[config.mk]
export PLATFORM = sky130hd
export DESIGN_NAME = cgmh_out_fifo
export DESIGN_NICKNAME = d
export VERILOG_FILES = /design/src/design/cgmh_pkg.sv /design/src/design/cgmh_out_fifo.sv
export SDC_FILE = /design/constraint.sdc
export NUM_CORES = 1
export LEC_CHECK = 0
export BUFFER_PORTS_ARGS = -buffer_cell sky130_fd_sc_hd__clkbuf_2
export CORE_MARGIN = 2
export CORE_UTILIZATION = 55
export DETAILED_ROUTE_END_ITERATION = 8
export HOLD_SLACK_MARGIN = 0.05
export PLACE_DENSITY = 0.83
export SYNTH_ARGS = -nofsm -noshare
export SYNTH_HDL_FRONTEND = slang
export SYNTH_SLANG_ARGS = --single-unit
[constraint.sdc]
create_clock -name clk_i -period 9.27 [get_ports clk_i]
set_clock_uncertainty 0.2 [all_clocks]
set_input_delay 1.854 -clock clk_i [delete_from_list [all_inputs] [get_ports clk_i]]
set_output_delay 1.854 -clock clk_i [all_outputs]
set_load 0.005 [all_outputs]
[src/design/cgmh_pkg.sv]
// Shared types, codes and defaults for the chaos-game midpoint histogram.
package cgmh_pkg;

  // Default sizes handed to the top level as parameter defaults.
  localparam int GridSizeDefault   = 256;
  localparam int StackDepthDefault = 32;
  localparam int MaxCornersDefault = 6;

  // Field widths fixed by the interface.
  localparam int CornerW   = 8;
  localparam int CoordW    = 8;
  localparam int StatusW   = 2;
  localparam int CountW    = 32;
  localparam int PointW    = 32;
  localparam int HalfW     = 16;
  localparam int FracW     = 7;
  localparam int CfgIdxW   = 3;
  localparam int CfgDataW  = 32;
  localparam int CornerCntW = 3;
  localparam int MaxDepthW  = 5;

  // Depth of the result buffer in front of the output port.
  localparam int OutFifoDepth = 3;

  // Corner code that pops the path stack.
  localparam logic [CornerW-1:0] PopCode = 8'hFF;

  // Result status codes.
  localparam logic [StatusW-1:0] StOk         = 2'd0;
  localparam logic [StatusW-1:0] StBadCorner  = 2'd1;
  localparam logic [StatusW-1:0] StPopRefused = 2'd2;

  // Configuration register indexes.
  localparam logic [CfgIdxW-1:0] CfgCornerCount = 3'd0;
  localparam logic [CfgIdxW-1:0] CfgMaxDepth    = 3'd1;
  localparam logic [CfgIdxW-1:0] CfgCornerFirst = 3'd2;

  // Reset values of the configuration registers.
  localparam logic [CornerCntW-1:0] CornerCountReset = 3'd3;
  localparam logic [MaxDepthW-1:0]  MaxDepthReset    = 5'd8;

  // Stack update request from the decode stage.
  typedef struct packed {
    logic              push;
    logic              pop;
    logic [PointW-1:0] data;
  } stk_req_t;

  // Histogram request that travels with the bin index.
  typedef struct packed {
    logic               valid;
    logic               rd;
    logic               inc;
    logic [StatusW-1:0] status;
  } hist_req_t;

  // Histogram pipeline status seen by the input flow control.
  typedef struct packed {
    logic busy;
    logic s1_valid;
  } hist_stat_t;

  // One result item.
  typedef struct packed {
    logic [StatusW-1:0] status;
    logic [CountW-1:0]  count;
  } res_t;

endpackage

[src/design/cgmh_out_fifo.sv]
// Small result buffer that decouples the histogram pipeline from the output port.
module cgmh_out_fifo #(
  parameter int Depth = cgmh_pkg::OutFifoDepth,
  parameter int CntW  = $clog2(Depth + 1)
) (
  input  logic           clk_i,
  input  logic           rst_ni,
  input  logic           push_i,
  input  cgmh_pkg::res_t push_data_i,
  input  logic           pop_i,
  output logic           valid_o,
  output cgmh_pkg::res_t data_o,
  output logic [CntW-1:0] count_o
);
  import cgmh_pkg::*;

  localparam int PtrW = (Depth > 1) ? $clog2(Depth) : 1;

  res_t            ent_q [Depth];
  logic [PtrW-1:0] wr_ptr_q;
  logic [PtrW-1:0] rd_ptr_q;
  logic [CntW-1:0] cnt_q;
  logic            do_pop;

  assign do_pop = pop_i && (cnt_q != '0);

  // Pointers wrap at the buffer depth.
  always_ff @(posedge clk_i or negedge rst_ni) begin
    if (!rst_ni) begin
      wr_ptr_q <= '0;
      rd_ptr_q <= '0;
      cnt_q    <= '0;
    end else begin
      if (push_i) begin
        wr_ptr_q <= (wr_ptr_q == PtrW'(Depth - 1)) ? '0 : wr_ptr_q + PtrW'(1);
      end
      if (do_pop) begin
        rd_ptr_q <= (rd_ptr_q == PtrW'(Depth - 1)) ? '0 : rd_ptr_q + PtrW'(1);
      end
      cnt_q <= cnt_q + CntW'(push_i) - CntW'(do_pop);
    end
  end

  always_ff @(posedge clk_i) begin
    if (push_i) begin
      ent_q[wr_ptr_q] <= push_data_i;
    end
  end

  assign valid_o = (cnt_q != '0);
  assign data_o  = ent_q[rd_ptr_q];
  assign count_o = cnt_q;

`ifndef SYNTH
  // The input flow control must leave room for every result in flight.
  a_no_overflow: assert property (@(posedge clk_i) disable iff (!rst_ni)
    push_i |-> (32'(cnt_q) < Depth))
    else $error("result buffer overflow");
`endif

endmodule

==> results by stage <==
Run status:
- The flow ran to the end, and the final reports show no timing, DRC or antenna violations.

Setup path:
- The path type of the worst setup path is reg2out.
- Traced cell by cell, the critical path runs through mux2i_1, o21ai_1, clkbuf_2.
- STA classifies the critical path endpoint as a primary output.
- Of all nets on the critical path, the largest fanout is 37.
- The register-to-register path setup slack is 7.05 ns.
- The arrival time of the worst setup path is 1.99 ns.
- The data required time of the worst path is 7.22 ns.
- The stage delay of the slowest cell on the critical path is 1.09 ns.
- The slowest stage of the critical path belongs to the cell dfrtp_2.
- The type of element launching the critical path is a flip-flop.

Yosys:
- By area, the combinational part of the netlist is dominated by multiplexers.
- The library cell with the largest summed area after synthesis is edfxtp_1.
- The synthesized netlist devotes 4.46% of its cell area to compound gates.
- The share of flip-flops with an asynchronous set or reset is 5.56%.
- The synthesized area divided by synthesized cell count is 16.9 um2.
- The number of synthesized flops with an enable pin is 102.
- The netlist area before placement is 4100 um2.
- The number of nets in the synthesized netlist is 282.
- During synthesis, Yosys emitted a total of 0 warnings.
- Of the total synthesized cell area, the portion taken by full adders, half adders and majority gates is 0.611%.
- The multiplexer share of the synthesized area is 9.10%.
- The synthesized netlist devotes 0.427% of its cell area to XOR and XNOR gates.
- The area share of the largest cell type after synthesis is 74.7%.
- In this run, synthesis produced a sequential element count of 108.
- The most frequently used flop master after synthesis is edfxtp_1.
- The cell count after synthesis is 242.
- After synthesis, the cell types taking the most area are edfxtp_1 (75%), mux2i_1 (8.5%), dfrtp_1 (3.7%).
- Of the total synthesized cell area, the portion taken by AND, OR, NAND and NOR gates is 4.12%.
- The unique cell type count in the Yosys netlist is 22.
- The register area share after synthesis is 78.4%.

Clock network:
- The clock reaches the later pin of the worst-skew pair after 0.35 ns.
- The quantity of hold-fixing buffers added after cts is 0.
- The total setup buffers inserted after CTS is 0.
- The clock tree from TritonCTS is built.
- Clock tree synthesis found a total of 108 sinks.
- The post-CTS clock slew at the launch and capture registers of the worst setup and hold paths is 0.10 ns.
- The root buffer selected by CTS is clkbuf_8.
- The clock passes through at most 2 buffers.
- Post-CTS repair changed the size of 0 cells.
- The H-tree was split into 3 levels.
- Counting the buffers created by CTS gives 9.

Drt:
- The met1 layer wirelength in the final routing is 2610 um.
- The total via count after detailed routing is 2155.
- The detailed-routed wire length on met3 is 254 um.
- The remaining number of nets flagged by the antenna check after routing is 0.
- The final routed wirelength across all metal layers is 6470 um.
- The wire length per cell is 15.3 um.
- The detail-routed via count per cell is 5.11.
- The DRC violation count after routing is 0.
- The pre-antenna-repair detailed-routing pass consisted of 4 iterations.
- Routed signal wires occupy layers up through met4.
- The length of routed met2 wiring is 3520 um.
- After the first detailed-routing iteration, the DRC count stood at 98.

Timing:
- The total of endpoints with negative setup slack in the final report is 0.
- Summed over all failing endpoints, the final setup total negative slack is 0 ns.
- The number of max-slew violations in the final report is 0.
- The post-route minimum period is 4.05 ns.
- Dividing the final minimum period by the clock period gives 43.6%.
- Timing would allow up to 247 MHz.
- The hold violation count in the final report is 0.
- Setup repair after global routing left no endpoint under its margin.
- The worst path setup slack after routing is 5.22 ns.
- Headroom to the max-slew limit came out at 25.0%.
- At the pin with the least slew margin, the transition time is 1.12 ns.

Cells and area:
- The count of fill cells added during filler insertion is 516.
- For this run, the post-layout net count is 358.
- The utilization after layout is 65.4%.
- Leaving out fill and tap cells, the most frequent cell in the layout is edfxtp_1.
- In the layout the commonest cells are edfxtp_1 (102), clkbuf_2 (74), mux2i_1 (35), nand2_1 (35), o21ai_1 (29).
- The area overhead of the layout relative to synthesis is 15.8%.
- The number of antenna diodes in the final layout is 0.
- The fraction of final layout cells with drive strength greater than 1 is 31.0%.

Floorplan:
- The total area inside the core boundary comes to 7250 um2.
- The starting density of the core is 56.5%.
- The count of standard-cell rows is 31.
- The overall die area is 8160 um2.
- The height of the die is 90.3 um.
- In this run the horizontal extent of the chip is 90.3 um.
- During I/O placement, the number of pins put on the boundary was 75.

Hold path:
- The worst hold path belongs to the class reg2reg.

Placement:
- Summed over all nets, the half-perimeter wirelength after detailed placement is 4050 um.
- In this run the tool buffered the top-level ports with 74 buffer cells.
- The placer congestion estimate is 0.707.
- The setup slack after placement is 5.49 ns.

Job:
- The tool flagged a number of max-cap violations equal to 0.

Pwr:
- The total power per unit cell area is 276 nW/um2.
- The leakage power summed over all cells is 0.00179 uW.
- The worst supply voltage drop on vdd is 0.000119 V.

Global routing:
- The first global-routing pass estimated 10400 um of wire.
- The number of antenna violations at the first check in global routing is 0.
- The total track usage is 16.8%.
- The via count of the first global-routing pass came to 2218.
- The overflow left after global routing is 0.
- The maximum number of pins on one net before global-route repair is 72.
==> kinds of logic after synthesis <==
group                      Yosys count
buffers and inverters               16
xor gates and xnor gates             2
adders and majority gates            2
and+or+nand+nor                     41
muxes                               37
DFF                                108
AOI/OAI and AO/OA                   36
==> power breakdown <==
group	leakage, uW	total (uW)	internal (uW)	switching [uW]
sequential	0.00101	708	612	96.3
combinational	0.000681	302	161	141
clock	0.000101	299	152	147
total	0.00179	1310	925	384
==> path summary, 6_finish.rpt <==
kind,from,to,cells past startpoint
worst min-delay path,count_o[1]$_DFF_PN0_,count_o[1]$_DFF_PN0_,1
worst max register to register,wr_ptr_q[1]$_DFFE_PN0P_,ent_q[2][25]$_DFFE_PP_,2
worst min register to register,count_o[1]$_DFF_PN0_,count_o[1]$_DFF_PN0_,1
max in group asynchronous,rst_ni,rd_ptr_q[1]$_DFFE_PN0P_,1
worst max-delay path,rd_ptr_q[0]$_DFFE_PN0P_,data_o[10],3
min in group asynchronous,rst_ni,count_o[1]$_DFF_PN0_,1
==> metal layers <==
layer,track usage [%],vias up
met5,0,-
met2,30.3,52
li1,-,1051
met3,4.51,7
met1,19.3,1045
met4,6.41,0
==> area by class of cell <==
class	instances	area (um2)	area share [%]
Clock buffer	10	128	2.69
Clock inverter	6	87.6	1.85
Inverter	4	15.0	0.316
Multi-Input combinational cell	118	785	16.5
Sequential cell	108	3220	67.7
Tap cell	99	124	2.61
Timing Repair Buffer	77	393	8.28
==> stage by stage <==
step | instance area (um2) | cells | total power, uW | hold slack [ns]
after floorplan | 4100 | 242 | 913 | 0.286
after global placement | 4530 | 406 | 1020 | 0.306
after detailed placement | 4530 | 406 | 1030 | 0.310
after CTS | 4750 | 422 | 1330 | 0.327
after global routing | 4750 | 422 | 1390 | 0.376
final | 4750 | 422 | 1310 | 0.329
==> registers in the layout (all words and copies together) (netlist names) <==
name      count
ent_q       102
count_o       2
rd_ptr_q      2
wr_ptr_q      2
==> worst max-delay path: cells and delay by family (launching register included) <==
kind	cells	cell delay (ns)
compound gates	1	0.09
buf+inv	1	0.16
flops	1	1.09
mux	1	0.30
==> cells in the mapped netlist (2+ instances only) <==
master    count
nand2_1      35
clkbuf_1      4
ha_1          2
nor3b_1       2
o21ai_1      29
o21ai_0       6
xnor2_1       2
mux2_2        2
dfrtp_1       6
inv_1         4
buf_2         3
mux2i_1      35
edfxtp_1    102
buf_12        2
No activity file was read; power rests on OpenSTA's default activity.
