<file path="config.mk">
export PLATFORM = sky130hd
export DESIGN_NAME = cgmh_path_stack
export DESIGN_NICKNAME = d
export VERILOG_FILES = /design/src/design/cgmh_pkg.sv /design/src/design/cgmh_path_stack.sv
export SDC_FILE = /design/constraint.sdc
export NUM_CORES = 1
export LEC_CHECK = 0
export ABC_AREA = 1
export BUFFER_PORTS_ARGS = -buffer_cell sky130_fd_sc_hd__buf_2
export CAP_MARGIN = 40
export CORE_MARGIN = 8
export CORE_UTILIZATION = 30
export CTS_BUF_LIST = sky130_fd_sc_hd__clkbuf_2
export CTS_CLUSTER_SIZE = 16
export DETAILED_ROUTE_END_ITERATION = 16
export HOLD_SLACK_MARGIN = 0.05
export SETUP_SLACK_MARGIN = 0.2
export SYNTH_ARGS = -nofsm -noshare
export SYNTH_HDL_FRONTEND = slang
export SYNTH_SLANG_ARGS = --single-unit
export TNS_END_PERCENT = 20
</file>
<file path="constraint.sdc">
create_clock -name clk_i -period 6.5 [get_ports clk_i]
set_clock_uncertainty 0.15 [all_clocks]
set_input_delay 0.65 -clock clk_i [delete_from_list [all_inputs] [get_ports clk_i]]
set_output_delay 0.65 -clock clk_i [all_outputs]
set_load 0.01 [all_outputs]
</file>
<file path="src/design/cgmh_pkg.sv">
// Shared types, codes and defaults for the chaos-game midpoint histogram.
package cgmh_pkg;

  // Default sizes handed to the top level as parameter defaults.
  localparam int GridSizeDefault   = 256;
  localparam int StackDepthDefault = 32;
  localparam int MaxCornersDefault = 6;

  // Field widths fixed by the interface.
  localparam int CornerW   = 8;
  localparam int CoordW    = 8;
  localparam int StatusW   = 2;
  localparam int CountW    = 32;
  localparam int PointW    = 32;
  localparam int HalfW     = 16;
  localparam int FracW     = 7;
  localparam int CfgIdxW   = 3;
  localparam int CfgDataW  = 32;
  localparam int CornerCntW = 3;
  localparam int MaxDepthW  = 5;

  // Depth of the result buffer in front of the output port.
  localparam int OutFifoDepth = 3;

  // Corner code that pops the path stack.
  localparam logic [CornerW-1:0] PopCode = 8'hFF;

  // Result status codes.
  localparam logic [StatusW-1:0] StOk         = 2'd0;
  localparam logic [StatusW-1:0] StBadCorner  = 2'd1;
  localparam logic [StatusW-1:0] StPopRefused = 2'd2;

  // Configuration register indexes.
  localparam logic [CfgIdxW-1:0] CfgCornerCount = 3'd0;
  localparam logic [CfgIdxW-1:0] CfgMaxDepth    = 3'd1;
  localparam logic [CfgIdxW-1:0] CfgCornerFirst = 3'd2;

  // Reset values of the configuration registers.
  localparam logic [CornerCntW-1:0] CornerCountReset = 3'd3;
  localparam logic [MaxDepthW-1:0]  MaxDepthReset    = 5'd8;

  // Stack update request from the decode stage.
  typedef struct packed {
    logic              push;
    logic              pop;
    logic [PointW-1:0] data;
  } stk_req_t;

  // Histogram request that travels with the bin index.
  typedef struct packed {
    logic               valid;
    logic               rd;
    logic               inc;
    logic [StatusW-1:0] status;
  } hist_req_t;

  // Histogram pipeline status seen by the input flow control.
  typedef struct packed {
    logic busy;
    logic s1_valid;
  } hist_stat_t;

  // One result item.
  typedef struct packed {
    logic [StatusW-1:0] status;
    logic [CountW-1:0]  count;
  } res_t;

endpackage

</file>
<file path="src/design/cgmh_path_stack.sv">
// Path stack: top-of-stack register, level counter and a prefetched entry below the top.
module cgmh_path_stack #(
  parameter int StackDepth = cgmh_pkg::StackDepthDefault,
  parameter int LvlW       = $clog2(StackDepth + 1)
) (
  input  logic                       clk_i,
  input  logic                       rst_ni,
  input  cgmh_pkg::stk_req_t         req_i,
  output logic [cgmh_pkg::PointW-1:0] top_o,
  output logic [LvlW-1:0]            level_o
);
  import cgmh_pkg::*;

  localparam int SlotW = $clog2(StackDepth);

  logic [PointW-1:0] stack_mem [StackDepth];
  logic [PointW-1:0] top_q, top_d;
  logic [LvlW-1:0]   level_q, level_d;
  logic [PointW-1:0] below_q;
  logic              below_origin_q;
  logic [PointW-1:0] below;
  logic [SlotW-1:0]  rd_addr;

  // Entry 0 is the origin and is never stored in the memory.
  assign below = below_origin_q ? '0 : below_q;

  // Next level and top of stack.
  always_comb begin
    level_d = level_q;
    top_d   = top_q;
    if (req_i.push) begin
      level_d = level_q + LvlW'(1);
      top_d   = req_i.data;
    end else if (req_i.pop) begin
      level_d = level_q - LvlW'(1);
      top_d   = below;
    end
  end

  // The prefetch reads the entry just below the next top; it never equals the
  // entry written in the same cycle.
  assign rd_addr = SlotW'(level_d - LvlW'(2));

  always_ff @(posedge clk_i or negedge rst_ni) begin
    if (!rst_ni) begin
      level_q        <= LvlW'(1);
      top_q          <= '0;
      below_origin_q <= 1'b0;
    end else begin
      level_q        <= level_d;
      top_q          <= top_d;
      below_origin_q <= (level_d == LvlW'(2));
    end
  end

  // Stack memory: one write and one registered read per cycle.
  always_ff @(posedge clk_i) begin
    if (req_i.push) begin
      stack_mem[level_q[SlotW-1:0]] <= req_i.data;
    end
    below_q <= stack_mem[rd_addr];
  end

  assign top_o   = top_q;
  assign level_o = level_q;

`ifndef SYNTH
  // The level stays between the origin and the stack depth.
  a_level_range: assert property (@(posedge clk_i) disable iff (!rst_ni)
    (level_q >= LvlW'(1)) && (32'(level_q) <= StackDepth))
    else $error("stack level out of range");

  // Pushes only go to a free slot and pops never remove the origin.
  a_req_legal: assert property (@(posedge clk_i) disable iff (!rst_ni)
    !(req_i.push && req_i.pop) && (!req_i.push || 32'(level_q) < StackDepth)
    && (!req_i.pop || level_q > LvlW'(1)))
    else $error("illegal stack request");
`endif

endmodule

</file>
==> summary.txt, run 1 <==
STA
  • Fin. max-slew vios: 0
  • Final period utilization: 68.6%
  • Setup TNS: 0 ps
  • Max-slew headroom: 30.3%
  • RSZ-0062 raised after global routing: false
  • Crit path time final: around 4500 ps
  • Fmax: 224 MHz
  • Final Hold Fails: 0
  • Hold slack: 185 ps
  • Setup violators final: 0
  • Actual transition at the worst max-transition pin: between 1000 and 1500 ps
  • PnR worst setup slack: a little over 2000 ps

Placed design
  • Placer Congestion: slightly below 0.8
  • Worst slack at placement: ~1700 ps
  • Hpwl dp: 78.0 mm
  • # port buffers: 73

Critical path
  • Most common cell on crit path: nand2_1
  • Kind of critical path: in2reg
  • Crit end category: register
  • Buf+Inv Stages, Crit Path: 6
  • Critical Path Source Type: input port
  • CP arrival: 5670 ps
  • FF-to-FF setup slack: 2200 ps
  • Delay-heaviest family, CP: buffers and inverters
  • CP max stage cell: nand2_1
  • Slowest stage delay, CP: roughly 760 ps
  • CP Max Fanout: 41
  • Crit-path cells: dlygate4sd3_1, dlygate4sd3_1, buf_2, nand2_1, nand2_1, xor2_2, inv_2, ha_4, inv_1, nand3_1, nand2_4, buf_4, nand3_1, nand2_1, nand2_1, nand2_1
  • Crit path required time: 7710 ps

Drt
  • Routed vias/inst: 4.84
  • Routed Antenna Nets: 0
  • Drt total wl: 146 mm
  • # DRC: 0
  • DR WL/cell: roughly 20 um
  • DR vias: 34.7k
  • DR iter-0 viols: 3623
  • 1st-pass router iterations: 6

Logic synthesis
  • Top cells by area, synth: edfxtp_1 (64%), nand3_1 (13%), nand2_1 (7.2%)
  • Post-synth cell types: 27
  • Largest area contributor in the netlist: edfxtp_1
  • Avg Inst Size Synth: 10.4 um2
  • Synth warn: 0
  • Yosys reg bits: 1095
  • Synth top area share: 64.3%
  • Cells after Synth: 4584
  • Net Count, Synth: 4626
  • Register area share after synthesis: 67.7%
  • Synth Cell Area: 0.0478 mm2

Floorplan
  • Die Y: between 400 and 500 um
  • Die Width: 415 um
  • Rows: 146
  • # IOs: 74
  • CORE AREA: ~0.16 mm2
  • Die area: 0.172 mm2
  • Starting density of the core: 30.2%

Finish
  • Layout cells sized above 1: 14.0%
  • Fill cell count: 15.7k
  • Multi-input logic area: 0.0111 mm2
  • Final core utilization: 34.7%
  • Nets: slightly below 5k
  • Register Area: 0.0324 mm2
  • P&R area growth vs syn: 15.0%

Power and ir drop
  • Lkg Pwr: 23.3 nW
  • Power Density: 352 mW/mm2
  • Tot Pwr: 19.4 mW
  • VDD IR max: 0.511 mV

Clocking
  • CTS Sinks: 1095
  • CTS tree: built
  • Root Driver: clkbuf_2
  • Post-CTS setup buffers: 0
  • Clock Pin Slew Worst Setup and Hold Paths: 110 ps
  • Max Root-Sink Buffers: 4
  • CTS Buf Count: 300
  • Worst skew pair latency: around 1600 ps
  • H-tree Lvls: 5

Flow run
  • Max-cap violations: 0

Global route
  • Initial antenna violation count: 7
  • Vias in the first global route: ~34k
  • Largest net degree at the start of global routing: 166
  • First-pass GRT wire length: roughly 220 mm
  • Total GRT Usage: 16.4%
  • Gr ovfl total: 0

Min path
  • Hold Path Class: in2reg

Outcome
  • Status: finished, final reports clean
## path summary, 6_finish.rpt
kind | start | endpoint | cells after the start
worst min register to register | below_q[9] | top_o[9] | 2
max in group asynchronous | rst_ni | top_o[5] | 4
min in group asynchronous | rst_ni | top_o[23] | 4
worst min-delay path | req_i[30] | stack_mem[30][30] | 2
worst max register to register | level_o[0] | below_q[7] | 15
worst max-delay path | req_i[33] | below_q[30] | 16
## registers in the layout, summed over array words and instances, names as in the netlist
name,cells
level_o,6
stack_mem,1024
top_o,32
below_origin_q,1
below_q,32
## layer usage
| metal | global-route usage (%) | vias up | wire length [um] |
|---|---|---|---|
| li1 | - | 15930 | - |
| met1 | 21.3 | 16869 | 59600 |
| met2 | 26.7 | 1619 | 68600 |
| met3 | 3.37 | 288 | 12700 |
| met4 | 6.53 | 0 | 5290 |
| met5 | 0 | - | 0 |
## cell usage after synthesis, drive strengths merged
cell type  number
dfxtp          32
o211ai          2
nand3        1195
nor3            1
dfstp           1
o21ai           3
nor2           37
ha              6
or2             1
edfxtp       1024
xnor2           1
nand3b        128
dfrtp          38
inv           911
nand2         931
nand4           3
buf           169
xor2            1
clkbuf        100
## cell usage in the layout, fill, tap and decap left out, drive strengths merged
master	n
or2	1
o211ai	2
nand2	931
clkbuf	446
clkinvlp	1
o21ai	3
nor3	1
nand3b	128
nand3	1195
clkinv	45
dfrtp	38
dfxtp	32
diode	7
xor2	1
dfstp	1
ha	6
edfxtp	1024
dlygate4sd3	85
bufinv	4
nand4	3
xnor2	1
nor2	37
inv	917
buf	196
## power breakdown
| part | leakage [nW] | switching, mW | internal, mW |
|---|---|---|---|
| Sequential | 9.97 | 0.190 | 8.19 |
| Combinational | 11.3 | 4.44 | 1.76 |
| Clock | 2.01 | 2.82 | 1.96 |
## layout make-up
| cell class | instances | area share, % |
|---|---|---|
| Clock buffer | 446 | 4.06 |
| Multi-Input combinational cell | 2309 | 20.2 |
| Timing Repair Buffer | 281 | 5.27 |
| Sequential cell | 1095 | 58.9 |
| Clock inverter | 56 | 0.596 |
| Antenna cell | 7 | 0.0319 |
| Inverter | 911 | 6.23 |
| Tap cell | 2072 | 4.72 |
## per-stage QoR
stage / instance area, um2 / instances
after floorplan: 47800 / 4584
after CTS: 54700 / 7153
after detailed placement: 51200 / 6562
after global routing: 55000 / 7175
after global placement: 50600 / 6537
final: 55000 / 7177
## worst register-to-register path: stages (launching register included)
cell	delay [ps]
dfstp_2	670
inv_2	150
ha_1	350
nand2_1	60
o21ai_1	170
nand2_1	200
nand2_8	540
ha_4	360
inv_6	350
buf_16	390
buf_4	390
nand3_1	130
nand3_1	90
nand2_1	50
nand2_1	60
nand2_1	60
## cell families (layout without fill, tap and decap cells)
group	Yosys count	count (layout)	share of synthesized area, %
xor gates and xnor gates	2	2	0.0524
other	0	7	0
AOI/OAI and AO/OA	5	5	0.0628
and+or+nand+nor	2296	2296	22.3
DFF	1095	1095	67.7
adders and majority gates	6	6	0.157
buffers and inverters	1180	1694	9.77
## what timing repair did
action,4_1_cts,5_1_grt
hold buffers,89,1
endpoints found under the hold margin,1110,1
resized for setup,0,0
(Power assumes the default switching activity.)
==> inputs of run 2 (changes only) <==
- clock period: 6.5 -> 3.85 ns (I/O delays scaled with it)
==> summary.txt, run 2 (synthesis gave the netlist of run 1 again) <==
Global route
  • Largest net degree at the start of global routing: 177 (+6.6%)
  • Initial antenna violation count: 11 (+4)
  • Gr ovfl total: 0 (unchanged)
  • First-pass GRT wire length: 218 mm (+0.81%)
  • Vias in the first global route: 33.9k (+1.1%)
  • Total GRT Usage: 16.6% (+0.26 points)

Finish
  • P&R area growth vs syn: 15.5%
  • Cell Count, Final, Fillers Out: 7215 (+0.53%)
  • Layout cells sized above 1: 14.4% (+0.40 points)
  • Fill cell count: 15.8k (+0.18%)
  • Most common cell after layout, fill and taps aside: nand3_1
  • Most frequent cells in the layout: nand3_1 (1193), edfxtp_1 (1024), nand2_1 (921), inv_1 (905), clkbuf_2 (433)
  • Multi-input logic area: 0.0111 mm2 (unchanged)
  • Register Area: 0.0324 mm2 (unchanged)
  • Largest register FFs: 1024 (unchanged)
  • Nets: 4975 (+0.71%)

Clocking
  • Max Root-Sink Buffers: 4 (unchanged)
  • Root Driver: clkbuf_2
  • CTS Sinks: 1095 (unchanged)
  • Clock Pin Slew Worst Setup and Hold Paths: 100 ps (about the same)
  • H-tree Lvls: 5 (unchanged)
  • CTS Buf Count: 295 (-1.7%)
  • CTS tree: built
  • Worst skew pair latency: 1630 ps (+70 ps)

Drt
  • Routed Antenna Nets: 0 (unchanged)
  • # DRC: 0 (unchanged)
  • Drt total wl: 148 mm (+1.4%)
  • DR iter-0 viols: 3742 (+3.3%)
  • DR vias: 34.7k (-0.066%)
  • DR WL/cell: 20.6 um (+0.90%)
  • Routed vias/inst: 4.81 (-0.59%)
  • 1st-pass router iterations: 6 (unchanged)

Power and ir drop
  • Power Density: 595 mW/mm2 (+69%)
  • Switching part of the total: 38.6% (+0.087 points)
  • Sequential power share: 43.1% (-0.2 points)
  • VDD IR max: 1.20 mV (+130%)
  • Psw: 12.7 mW (+70%)
  • Logic pwr share: 33.0% (+1.0 points)
  • P_int: 20.2 mW (+69%)
  • Clk pwr share: 23.9% (-0.8 points)
  • Lkg Pwr: 23.4 nW (+0.67%)

Critical path
  • Crit-path cells: dlygate4sd3_1, dlygate4sd3_1, buf_2, dlygate4sd3_1, buf_4, nand4_1, nand2_1, nand2_2, nand2_2, nand2_1, nand2_4, buf_4, nand3_1, nand2_1, nand2_1, nand2_1
  • CP Max Fanout: 29 (-29%)
  • Most common cell on crit path: nand2_1
  • CP arrival: 4900 ps (-770 ps)
  • Kind of critical path: in2reg
  • Critical Path Source Type: input port
  • Crit path required time: 5140 ps (-2570 ps)
  • CP max stage cell: dlygate4sd3_1
  • Slowest stage delay, CP: 1030 ps (+270 ps)
  • Crit end category: register

Placed design
  • # port buffers: 73 (unchanged)
  • Hpwl dp: 76.2 mm (-2.4%)
  • Placer Congestion: 0.811 (+2.3%)
  • Placed cell count: 6585 (+0.35%)

STA
  • Final period utilization: 94.0%
  • Actual transition at the worst max-transition pin: 1130 ps (+80.5 ps)
  • Crit path time final: 3620 ps
  • Fin. max-slew vios: 0 (unchanged)
  • Final Hold Fails: 0 (unchanged)
  • Fmax: 276 MHz
  • Setup violators final: 0 (unchanged)
  • Setup TNS: 0 ps (unchanged)
  • RSZ-0062 raised after global routing: false
  • Max-slew headroom: 25.0% (-5.4 points)
  • Hold slack: 166 ps (-18.8 ps)

Min path
  • Hold Path Class: in2reg

Floorplan
  • Rows: 146 (unchanged)
  • CORE AREA: 0.158 mm2 (unchanged)
  • Die Y: 415 um (unchanged)
  • Die Width: 415 um (unchanged)
  • Die area: 0.172 mm2 (unchanged)
  • # IOs: 74 (unchanged)
  • Starting density of the core: 30.2% (unchanged)

Flow run
  • Max-cap violations: 0 (unchanged)

Outcome
  • Status: finished, final reports clean
run 2: layer usage:
layer	track usage [%]	wire length, um	up-vias
met5	0	0	-
met3	3.62	12900	277
met4	7.14	5440	0
met2	26.9	69900	1655
met1	21.5	60000	16784
li1	-	-	15967
run 2: area by class of cell:
type                            count  area share [%]
Timing Repair Buffer              321            5.82
Antenna cell                       12          0.0544
Clock buffer                      433            3.92
Multi-Input combinational cell   2309            20.1
Sequential cell                  1095            58.6
Tap cell                         2072            4.70
Clock inverter                     62           0.573
Inverter                          911            6.20
run 2: path summary, 6_finish.rpt:
check                                 start     endpoint  slack, ps  cells after the start
worst max-delay path              req_i[33]  below_q[11]        230                     16
worst min-delay path               req_i[6]     top_o[6]        170                      5
worst max register to register   level_o[0]  below_q[11]        490                     14
worst min register to register  below_q[11]    top_o[11]        320                      2
max in group asynchronous            rst_ni     top_o[3]       2170                      7
min in group asynchronous            rst_ni    top_o[16]        770                      6
run 2: repair_timing:
action                    4_1_cts  5_1_grt
setup buffers                   0        0
hold buffers                  102        2
gates resized for setup         0        0
hold endpoints to repair     2139        5
run 2: stage by stage:
step           power (mW)  setup slack [ps]  util (%)  cell area [um2]
2_1_floorplan        20.7               669         -            47800
3_3_place_gp         25.0               578      32.3            51200
3_5_place_dp         25.1               588      32.3            51200
4_1_cts              33.0               497      34.6            54900
5_1_grt              34.6               293      34.9            55200
6_report             32.8               232      34.9            55200
run 2: worst max-delay path, delay by kind of cell:
kind	cells	cell delay, ps
and+or+nand+nor	10	1450
buffers and inverters	6	3060
run 2: power by group through the flow:
stage                     Clock [mW]  Combinational, mW  Sequential, mW
after detailed placement           0               10.6            14.4
after global placement             0               10.6            14.4
after CTS                       8.05               10.8            14.1
after global routing            8.64               11.8            14.2
final                           7.86               10.8            14.1
after floorplan                    0               6.43            14.3
